--- src/sv/mdstg_pkg.sv ---
package mdstg_pkg;

   localparam int OUT_BITS     = 8;
   localparam int FIELD_PERIOD = 16;
   localparam logic [7:0] MAX_POSITION_RESET = 8'd158;

   typedef enum logic [1:0] {
      ACT_TICK   = 2'd0,
      ACT_SET    = 2'd1,
      ACT_HOME   = 2'd2,
      ACT_UNUSED = 2'd3
   } action_type;

   typedef struct packed {
      logic [1:0]              action;
      logic [2:0]              drive;
      logic [FIELD_PERIOD-1:0] period;
   } req_type;

   typedef struct packed {
      logic [OUT_BITS-1:0] step_levels;
      logic [OUT_BITS-1:0] direction_levels;
      logic [OUT_BITS-1:0] fired_mask;
   } rsp_type;

endpackage

--- src/sv/mdstg_ram.sv ---
module mdstg_ram #(
   parameter int WIDTH = 40,
   parameter int DEPTH = 8,
   localparam int AW = (DEPTH > 1) ? $clog2(DEPTH) : 1
) (
   input  logic             clock,
   input  logic             wr_en,
   input  logic [AW-1:0]    wr_addr,
   input  logic [WIDTH-1:0] wr_data,
   input  logic             rd_en,
   input  logic [AW-1:0]    rd_addr,
   output logic [WIDTH-1:0] rd_data
);

   logic [WIDTH-1:0] mem_ff [DEPTH];
   logic [WIDTH-1:0] rd_data_ff;

   always_ff @(posedge clock) begin
      if (wr_en) begin
         mem_ff[wr_addr] <= wr_data;
      end
      if (rd_en) begin
         rd_data_ff <= mem_ff[rd_addr];
      end
   end

   assign rd_data = rd_data_ff;

endmodule

--- src/sv/mdstg_step.sv ---
// Next state of one drive for a tick: advance counter, and on a match
// toggle, turn at the ends and move the head one half-track.
module mdstg_step #(
   parameter int PERIOD_BITS = 16
) (
   input  logic [PERIOD_BITS-1:0] period,
   input  logic [PERIOD_BITS-1:0] tick_count,
   input  logic [7:0]             position,
   input  logic                   backward,
   input  logic [7:0]             max_position,
   output logic                   fire,
   output logic [PERIOD_BITS-1:0] tick_count_next,
   output logic [7:0]             position_next,
   output logic                   backward_next
);

   logic [PERIOD_BITS-1:0] tick_inc;
   logic                   turn_dir;

   assign tick_inc = tick_count + PERIOD_BITS'(1);
   assign fire     = (period != '0) && (tick_inc >= period);

   always_comb begin
      priority if (position >= max_position) begin
         turn_dir = 1'b1;
      end else if (position == 8'd0) begin
         turn_dir = 1'b0;
      end else begin
         turn_dir = backward;
      end
   end

   always_comb begin
      if (fire) begin
         tick_count_next = '0;
         backward_next   = turn_dir;
         if (turn_dir) begin
            position_next = (position != 8'd0) ? position - 8'd1 : position;
         end else begin
            position_next = position + 8'd1;
         end
      end else begin
         tick_count_next = tick_inc;
         backward_next   = backward;
         position_next   = position;
      end
   end

endmodule

--- src/sv/multi_drive_step_tone_generator.sv ---
// Sequence: a tick reads then writes back each drive's entry in turn (S_READ, S_WRITE),
// a set period does so for its one drive, and home, an unused code or a set to a drive
// out of range go straight to S_DONE, which loads the result register once it is free.
// Throughput: one transaction at a time; req_stall holds off new requests until S_IDLE.
// Reset: synchronous, clears control, step and direction levels and the entry
// valid bits, so every drive reads as silent, homed and counter zero at once.
module multi_drive_step_tone_generator
   import mdstg_pkg::*;
#(
   parameter int NUM_DRIVES  = 8,
   parameter int PERIOD_BITS = 16
) (
   input  logic    clock,
   input  logic    reset,
   input  logic    req_valid,
   output logic    req_stall,
   input  req_type req_data,
   output logic    rsp_valid,
   input  logic    rsp_stall,
   output rsp_type rsp_data,
   input  logic       csr_wr_en,
   input  logic [7:0] csr_wr_data
);

   localparam int AW = (NUM_DRIVES > 1) ? $clog2(NUM_DRIVES) : 1;
   localparam int EW = 2 * PERIOD_BITS + 8;

   typedef enum logic [1:0] {
      S_IDLE,
      S_READ,
      S_WRITE,
      S_DONE
   } state_type;

   // Per-drive entry in memory: period, tick counter, head position.
   // Two valid bit sets stand in for clearing: home drops only the period and
   // position half, reset drops both (tick counters survive a home).
   state_type              state_ff;
   action_type             act_ff;
   logic [AW-1:0]          idx_ff;
   logic [PERIOD_BITS-1:0] new_period_ff;
   logic [NUM_DRIVES-1:0]  valid_pp_ff;
   logic [NUM_DRIVES-1:0]  valid_tc_ff;
   logic [NUM_DRIVES-1:0]  step_ff;
   logic [NUM_DRIVES-1:0]  back_ff;
   logic [NUM_DRIVES-1:0]  fired_ff;
   logic [7:0]             max_pos_ff;
   logic                   rsp_valid_ff;
   rsp_type                rsp_ff;

   logic                   rd_en;
   logic                   wr_en;
   logic [EW-1:0]          rd_data;
   logic [EW-1:0]          wr_data;
   logic [PERIOD_BITS-1:0] cur_period;
   logic [PERIOD_BITS-1:0] cur_tick;
   logic [7:0]             cur_pos;
   logic                   fire;
   logic [PERIOD_BITS-1:0] tick_next;
   logic [7:0]             pos_next;
   logic                   back_next;
   logic                   req_accept;
   logic                   drive_ok;
   logic                   last_drive;
   logic [OUT_BITS-1:0]    step_out;
   logic [OUT_BITS-1:0]    back_out;
   logic [OUT_BITS-1:0]    fired_out;

   assign req_stall  = (state_ff != S_IDLE);
   assign req_accept = req_valid && !req_stall;
   assign drive_ok   = 32'(req_data.drive) < NUM_DRIVES;
   assign last_drive = (idx_ff == AW'(NUM_DRIVES - 1));

   // Entry fields, with invalid halves read as their reset value
   assign cur_period = valid_pp_ff[idx_ff] ? rd_data[EW-1 -: PERIOD_BITS] : '0;
   assign cur_tick   = valid_tc_ff[idx_ff] ? rd_data[8 +: PERIOD_BITS] : '0;
   assign cur_pos    = valid_pp_ff[idx_ff] ? rd_data[7:0] : 8'd0;

   mdstg_step #(
      .PERIOD_BITS (PERIOD_BITS)
   ) u_step (
      .period          (cur_period),
      .tick_count      (cur_tick),
      .position        (cur_pos),
      .backward        (back_ff[idx_ff]),
      .max_position    (max_pos_ff),
      .fire            (fire),
      .tick_count_next (tick_next),
      .position_next   (pos_next),
      .backward_next   (back_next)
   );

   // Read in S_READ, modify and write back in S_WRITE; one entry in flight,
   // so no forwarding is needed. On a tick, a silent drive is left untouched.
   assign rd_en = (state_ff == S_READ);

   always_comb begin
      wr_en   = 1'b0;
      wr_data = {cur_period, cur_tick, cur_pos};
      if (state_ff == S_WRITE) begin
         if (act_ff == ACT_SET) begin
            wr_en   = 1'b1;
            wr_data = {new_period_ff, cur_tick, cur_pos};
         end else if (cur_period != '0) begin
            wr_en   = 1'b1;
            wr_data = {cur_period, tick_next, pos_next};
         end
      end
   end

   mdstg_ram #(
      .WIDTH (EW),
      .DEPTH (NUM_DRIVES)
   ) u_ram (
      .clock   (clock),
      .wr_en   (wr_en),
      .wr_addr (idx_ff),
      .wr_data (wr_data),
      .rd_en   (rd_en),
      .rd_addr (idx_ff),
      .rd_data (rd_data)
   );

   // Drives beyond the output width have no bit in the result
   for (genvar g = 0; g < OUT_BITS; g++) begin : g_out
      if (g < NUM_DRIVES) begin : g_live
         assign step_out[g]  = step_ff[g];
         assign back_out[g]  = back_ff[g];
         assign fired_out[g] = fired_ff[g];
      end else begin : g_none
         assign step_out[g]  = 1'b0;
         assign back_out[g]  = 1'b0;
         assign fired_out[g] = 1'b0;
      end
   end

   always_ff @(posedge clock) begin
      if (reset) begin
         state_ff     <= S_IDLE;
         act_ff       <= ACT_TICK;
         idx_ff       <= '0;
         valid_pp_ff  <= '0;
         valid_tc_ff  <= '0;
         step_ff      <= '0;
         back_ff      <= '0;
         fired_ff     <= '0;
         max_pos_ff   <= MAX_POSITION_RESET;
         rsp_valid_ff <= 1'b0;
      end else begin
         if (csr_wr_en) begin
            max_pos_ff <= csr_wr_data;
         end
         // Drop the held result once taken; S_DONE reloads it instead
         if (rsp_valid_ff && !rsp_stall && (state_ff != S_DONE)) begin
            rsp_valid_ff <= 1'b0;
         end
         unique case (state_ff)
            S_IDLE: begin
               if (req_accept) begin
                  act_ff        <= action_type'(req_data.action);
                  new_period_ff <= PERIOD_BITS'(req_data.period);
                  fired_ff      <= '0;
                  unique case (action_type'(req_data.action))
                     ACT_TICK: begin
                        idx_ff   <= '0;
                        state_ff <= S_READ;
                     end
                     ACT_SET: begin
                        idx_ff   <= AW'(req_data.drive);
                        state_ff <= drive_ok ? S_READ : S_DONE;
                     end
                     ACT_HOME: begin
                        valid_pp_ff <= '0;
                        step_ff     <= '0;
                        back_ff     <= '0;
                        state_ff    <= S_DONE;
                     end
                     default: begin
                        state_ff <= S_DONE;
                     end
                  endcase
               end
            end
            S_READ: begin
               state_ff <= S_WRITE;
            end
            S_WRITE: begin
               if (wr_en) begin
                  valid_pp_ff[idx_ff] <= 1'b1;
                  valid_tc_ff[idx_ff] <= 1'b1;
               end
               if (act_ff == ACT_SET) begin
                  state_ff <= S_DONE;
               end else begin
                  if (cur_period != '0) begin
                     fired_ff[idx_ff] <= fire;
                     back_ff[idx_ff]  <= back_next;
                     if (fire) begin
                        step_ff[idx_ff] <= ~step_ff[idx_ff];
                     end
                  end
                  // Advance to the next drive or finish the walk
                  if (last_drive) begin
                     state_ff <= S_DONE;
                  end else begin
                     idx_ff   <= idx_ff + AW'(1);
                     state_ff <= S_READ;
                  end
               end
            end
            S_DONE: begin
               // Hold until the output register is free
               if (!rsp_valid_ff || !rsp_stall) begin
                  rsp_valid_ff           <= 1'b1;
                  rsp_ff.step_levels      <= step_out;
                  rsp_ff.direction_levels <= back_out;
                  rsp_ff.fired_mask       <= fired_out;
                  state_ff               <= S_IDLE;
               end
            end
            default: begin
               state_ff <= S_IDLE;
            end
         endcase
      end
   end

   assign rsp_valid = rsp_valid_ff;
   assign rsp_data  = rsp_ff;

endmodule
--- config.mk ---
export PLATFORM = sky130hd
export DESIGN_NAME = multi_drive_step_tone_generator
export DESIGN_NICKNAME = d
export VERILOG_FILES = /design/src/sv/mdstg_pkg.sv /design/src/sv/mdstg_ram.sv /design/src/sv/mdstg_step.sv /design/src/sv/multi_drive_step_tone_generator.sv
export SDC_FILE = /design/constraint.sdc
export NUM_CORES = 1
export LEC_CHECK = 0
export BUFFER_PORTS_ARGS = -buffer_cell sky130_fd_sc_hd__buf_2
export CAP_MARGIN = 25
export CORE_ASPECT_RATIO = 1.25
export CORE_UTILIZATION = 50
export CTS_CLUSTER_DIAMETER = 40
export DETAILED_ROUTE_END_ITERATION = 8
export HOLD_SLACK_MARGIN = 0.12
export PLACE_DENSITY = 0.66
export SYNTH_ARGS = -nofsm -noshare
export SYNTH_HDL_FRONTEND = slang
export SYNTH_SLANG_ARGS = --single-unit
--- constraint.sdc ---
create_clock -name clock -period 13.7 [get_ports clock]
set_input_delay 0.685 -clock clock [delete_from_list [all_inputs] [get_ports clock]]
set_output_delay 0.685 -clock clock [all_outputs]
set_load 0.1 [all_outputs]
==> results.yml <==
critical_path:
  reg2reg_to: "u_ram.mem_ff[3][3]$_DFFE_PP_"
  cp_max_fo: 28
  max_stage_delay_ns: 0.75
  timing.rr.start: "idx_ff[2]$_SDFFE_PP0P_"
  cp.required_ns: 13.98
  r2r_cells: 18
  critPathLaunchType: "register"
  critPathCaptureType: "register"
  cp_top_family: "simple AND/OR/NAND/NOR gates"
  reg2reg_setup_slack_ns: 7.67
  crit_path_cell_trace: "buf_4 -> mux4_2 -> mux2i_4 -> nor2b_1 -> ha_1 -> and3_1 -> nand3_1 -> nor4_2 -> and3_1 -> xnor2_1 -> nor2_1 -> ha_1 -> nand4_1 -> a211oi_1 -> a211o_1 -> and2_1 -> o211ai_1 -> o211ai_1"
  critical_path_class: "register to register"
  slowest_stage: "a211o_1"
  crit_buf_inv: 1
  arrival_ns: 6.31
global_route:
  grt_pass1_vias: 11200
  grt_max_degree: 45
  overflow: 0
  antenna_found_initial: 0
  grt_usage_pct: 24.2
  grt_pass1_wl_mm: 66.1
logic_synthesis:
  ys_top_cells_by_area: "edfxtp_1, a22oi_1, dfxtp_1, ha_1, o21ai_0"
  yosysTopAreaCell: "edfxtp_1"
  syn-num-nets: 1324
  netlist_instances: 1260
  syn-cell-area_sq_um: 18200
  synth_common_cells: "edfxtp_1, a22oi_1, nor2_1"
  syn-mean-instance-area_sq_um: 14.4
  synth.ff_latch_count: 456
  ys_seq_area_share_pct: 72.3
  synth.distinct_cells: 68
  synth.most_common_cell: "edfxtp_1"
  yosys_warnings: 0
  synth_top_area_share_pct: 66.2
  async_flop_share_pct: 0
  synth_edf_count: 400
  synthFlopType: "edfxtp_1"
floorplanning:
  initial_core_util_pct: 51.1
  rows: 77
  core_sq_um: 35600
  ioPinCount: 60
  die_x_um: 172
  dieArea_sq_um: 37100
  die_h_um: 215
clock_network:
  cts_setup_buffers: 0
  clkSinkCount: 456
  cts_buffer_depth: 3
  clk_pin_slew_worst_paths_ns: 0.06
  clockRootBuffer: "clkbuf_16"
  clk_latency_ns: 0.57
  ctsResizeCount: 0
  ctsHoldBuffers: 0
  ctsHtreeMaxLevel: 2
  cts_buffers: 49
  cts_tree: "yes"
detailed_routing:
  dr.pass1.iters: 6
  drt.antenna.violating_nets: 0
  vias: 11300
  wirelength_mm: 43.8
  drc: 0
  routed_via_density: 6.15
  drt-initial-drc-count: 1213
  wire_per_inst_um: 23.8
sta:
  tns_ns: 0
  hold_violations: 0
  min_period_ns: 6.03
  fmaxAchievable_mhz: 166
  finClkSkew_ns: 0.0246
  maxSlewViolCount: 0
  setup_viol: 0
  setup_slack_ns: 7.67
  min_period_over_period_pct: 44.0
  max_slew_margin_pct: 40.2
  rsz0062_at_grt: "false"
  tightest_slew_ns: 0.898
final_layout:
  antennaDiodeCount: 0
  nFillCells: 2754
  drive_gt1_share_pct: 14.5
  layout.cells.non_filler: 1838
  nNetsFinal: 1390
  finalInstanceArea_sq_um: 20600
  area_growth_pct: 13.6
pwr:
  p_clk_share_pct: 41.1
  p_leak_nw: 6.84
  pwr-share-comb_pct: 8.8
  seqPwrFrac_pct: 50.1
  p_int_mw: 2.39
  p_switching_uw: 738
  power_density_nw_per_um2: 152
  finalPower_mw: 3.13
  peakVddDrop_mv: 0.0939
  swShare_pct: 23.6
placed_design:
  dp.cells: 1748
  pre_cts_slack_ns: 7.77
  routabilityCongestion: 0.860
  portBuffers: 59
  placed_area_sq_um: 19000
  post-dp-hpwl_mm: 24.0
worst_hold_path:
  hold_end: "new_period_ff[10]$_DFFE_PP_"
  hold_start: "req_data[10]"
  min_path_cells: 1
  hold_path.class: "primary input to register"
run_status:
  status: "complete, no violations"
run:
  maxCapViolCount: 0
[worst max-delay path by stage]
stage	start	end	depth (start not counted)
4_1_cts	idx_ff[2]$_SDFFE_PP0P_	u_ram.mem_ff[6][6]$_DFFE_PP_	18
6_report	idx_ff[2]$_SDFFE_PP0P_	u_ram.mem_ff[3][3]$_DFFE_PP_	18
2_1_floorplan	idx_ff[0]$_SDFFE_PP0P_	u_ram.mem_ff[0][12]$_DFFE_PP_	20
3_5_place_dp	idx_ff[2]$_SDFFE_PP0P_	u_ram.mem_ff[7][6]$_DFFE_PP_	18
3_3_place_gp	idx_ff[2]$_SDFFE_PP0P_	u_ram.mem_ff[3][7]$_DFFE_PP_	18
5_1_grt	idx_ff[2]$_SDFFE_PP0P_	u_ram.mem_ff[2][7]$_DFFE_PP_	18
[stage by stage]
step                      utilization (%)  hold WS [ns]
final                                58.0         0.290
after global routing                 58.0         0.262
after CTS                            58.0         0.268
after detailed placement             53.6         0.414
after global placement               53.6         0.410
after floorplan                         -         0.402
[cell families (layout without fill, tap and decap cells)]
kind of cell | Yosys count | after routing | synth area share [%]
AO/OA/AOI/OAI | 331 | 331 | 12.4
adder cells (fa/ha/maj) | 30 | 30 | 2.07
multiplexers | 20 | 20 | 1.60
XOR/XNOR | 16 | 16 | 0.772
buffers and inverters | 83 | 187 | 1.94
AND/OR/NAND/NOR | 324 | 324 | 8.94
flip-flops | 456 | 456 | 72.3
[cell usage in the layout (no fill, tap or decap), types with 4 or more instances in the layout]
| master | count |
|---|---|
| nor2_4 | 11 |
| clkinvlp_4 | 4 |
| dfxtp_1 | 56 |
| clkbuf_16 | 49 |
| ha_1 | 30 |
| xnor2_1 | 11 |
| edfxtp_1 | 400 |
| clkbuf_8 | 4 |
| nor2_1 | 80 |
| o211ai_1 | 16 |
| and2_1 | 8 |
| a211oi_1 | 5 |
| clkinv_1 | 6 |
| nor2b_1 | 9 |
| a22oi_1 | 163 |
| a21oi_1 | 42 |
| xor2_1 | 5 |
| nand2_1 | 79 |
| a31oi_1 | 4 |
| and3_1 | 14 |
| nor4_1 | 7 |
| or3_1 | 4 |
| o21ai_0 | 70 |
| inv_6 | 5 |
| nand3b_1 | 6 |
| bufinv_16 | 4 |
| mux4_2 | 5 |
| buf_2 | 60 |
| nand3_1 | 18 |
| clkbuf_1 | 15 |
| nand2b_1 | 11 |
| buf_4 | 24 |
| inv_1 | 13 |
| mux2i_1 | 11 |
| nor3_1 | 6 |
| nand4_1 | 47 |
[per-layer routing]
layer	GRT usage (%)	up-vias	part of all wire (%)
met5	0	-	0
met4	9.73	0	3.1
met3	3.55	98	6.1
met2	40.2	464	50
li1	-	5085	-
met1	31.8	5652	41
[area by class of cell]
| cell class | instances | area (sq um) | share of cell area, % |
|---|---|---|---|
| clock buffer | 68 | 1340 | 6.49 |
| clock inverter | 21 | 244 | 1.18 |
| inverter | 14 | 52.6 | 0.255 |
| multi-input combinational | 721 | 4780 | 23.2 |
| sequential | 456 | 13100 | 63.7 |
| tap | 474 | 593 | 2.88 |
| timing repair buffer | 84 | 480 | 2.33 |
[power groups by stage]
| stage | Combinational (mW) | Clock [mW] | Sequential [mW] |
|---|---|---|---|
| after floorplan | 0.182 | 0 | 1.60 |
| after CTS | 0.275 | 1.31 | 1.57 |
| after global routing | 0.300 | 1.36 | 1.57 |
| final | 0.276 | 1.29 | 1.57 |
| after detailed placement | 0.274 | 0 | 1.60 |
| after global placement | 0.271 | 0 | 1.59 |
[sequential cells by signal, summed over array words and instances, names as in the netlist]
name,count
valid_tc_ff,8
u_ram.rd_data,40
act_ff,2
u_ram.mem_ff,320
fired_ff,8
max_pos_ff,8
step_ff,8
back_ff,8
new_period_ff,16
rsp_valid,1
valid_pp_ff,8
idx_ff,3
state_ff,2
rsp_data,24
Note: power is estimated with default switching activity, not from simulation.
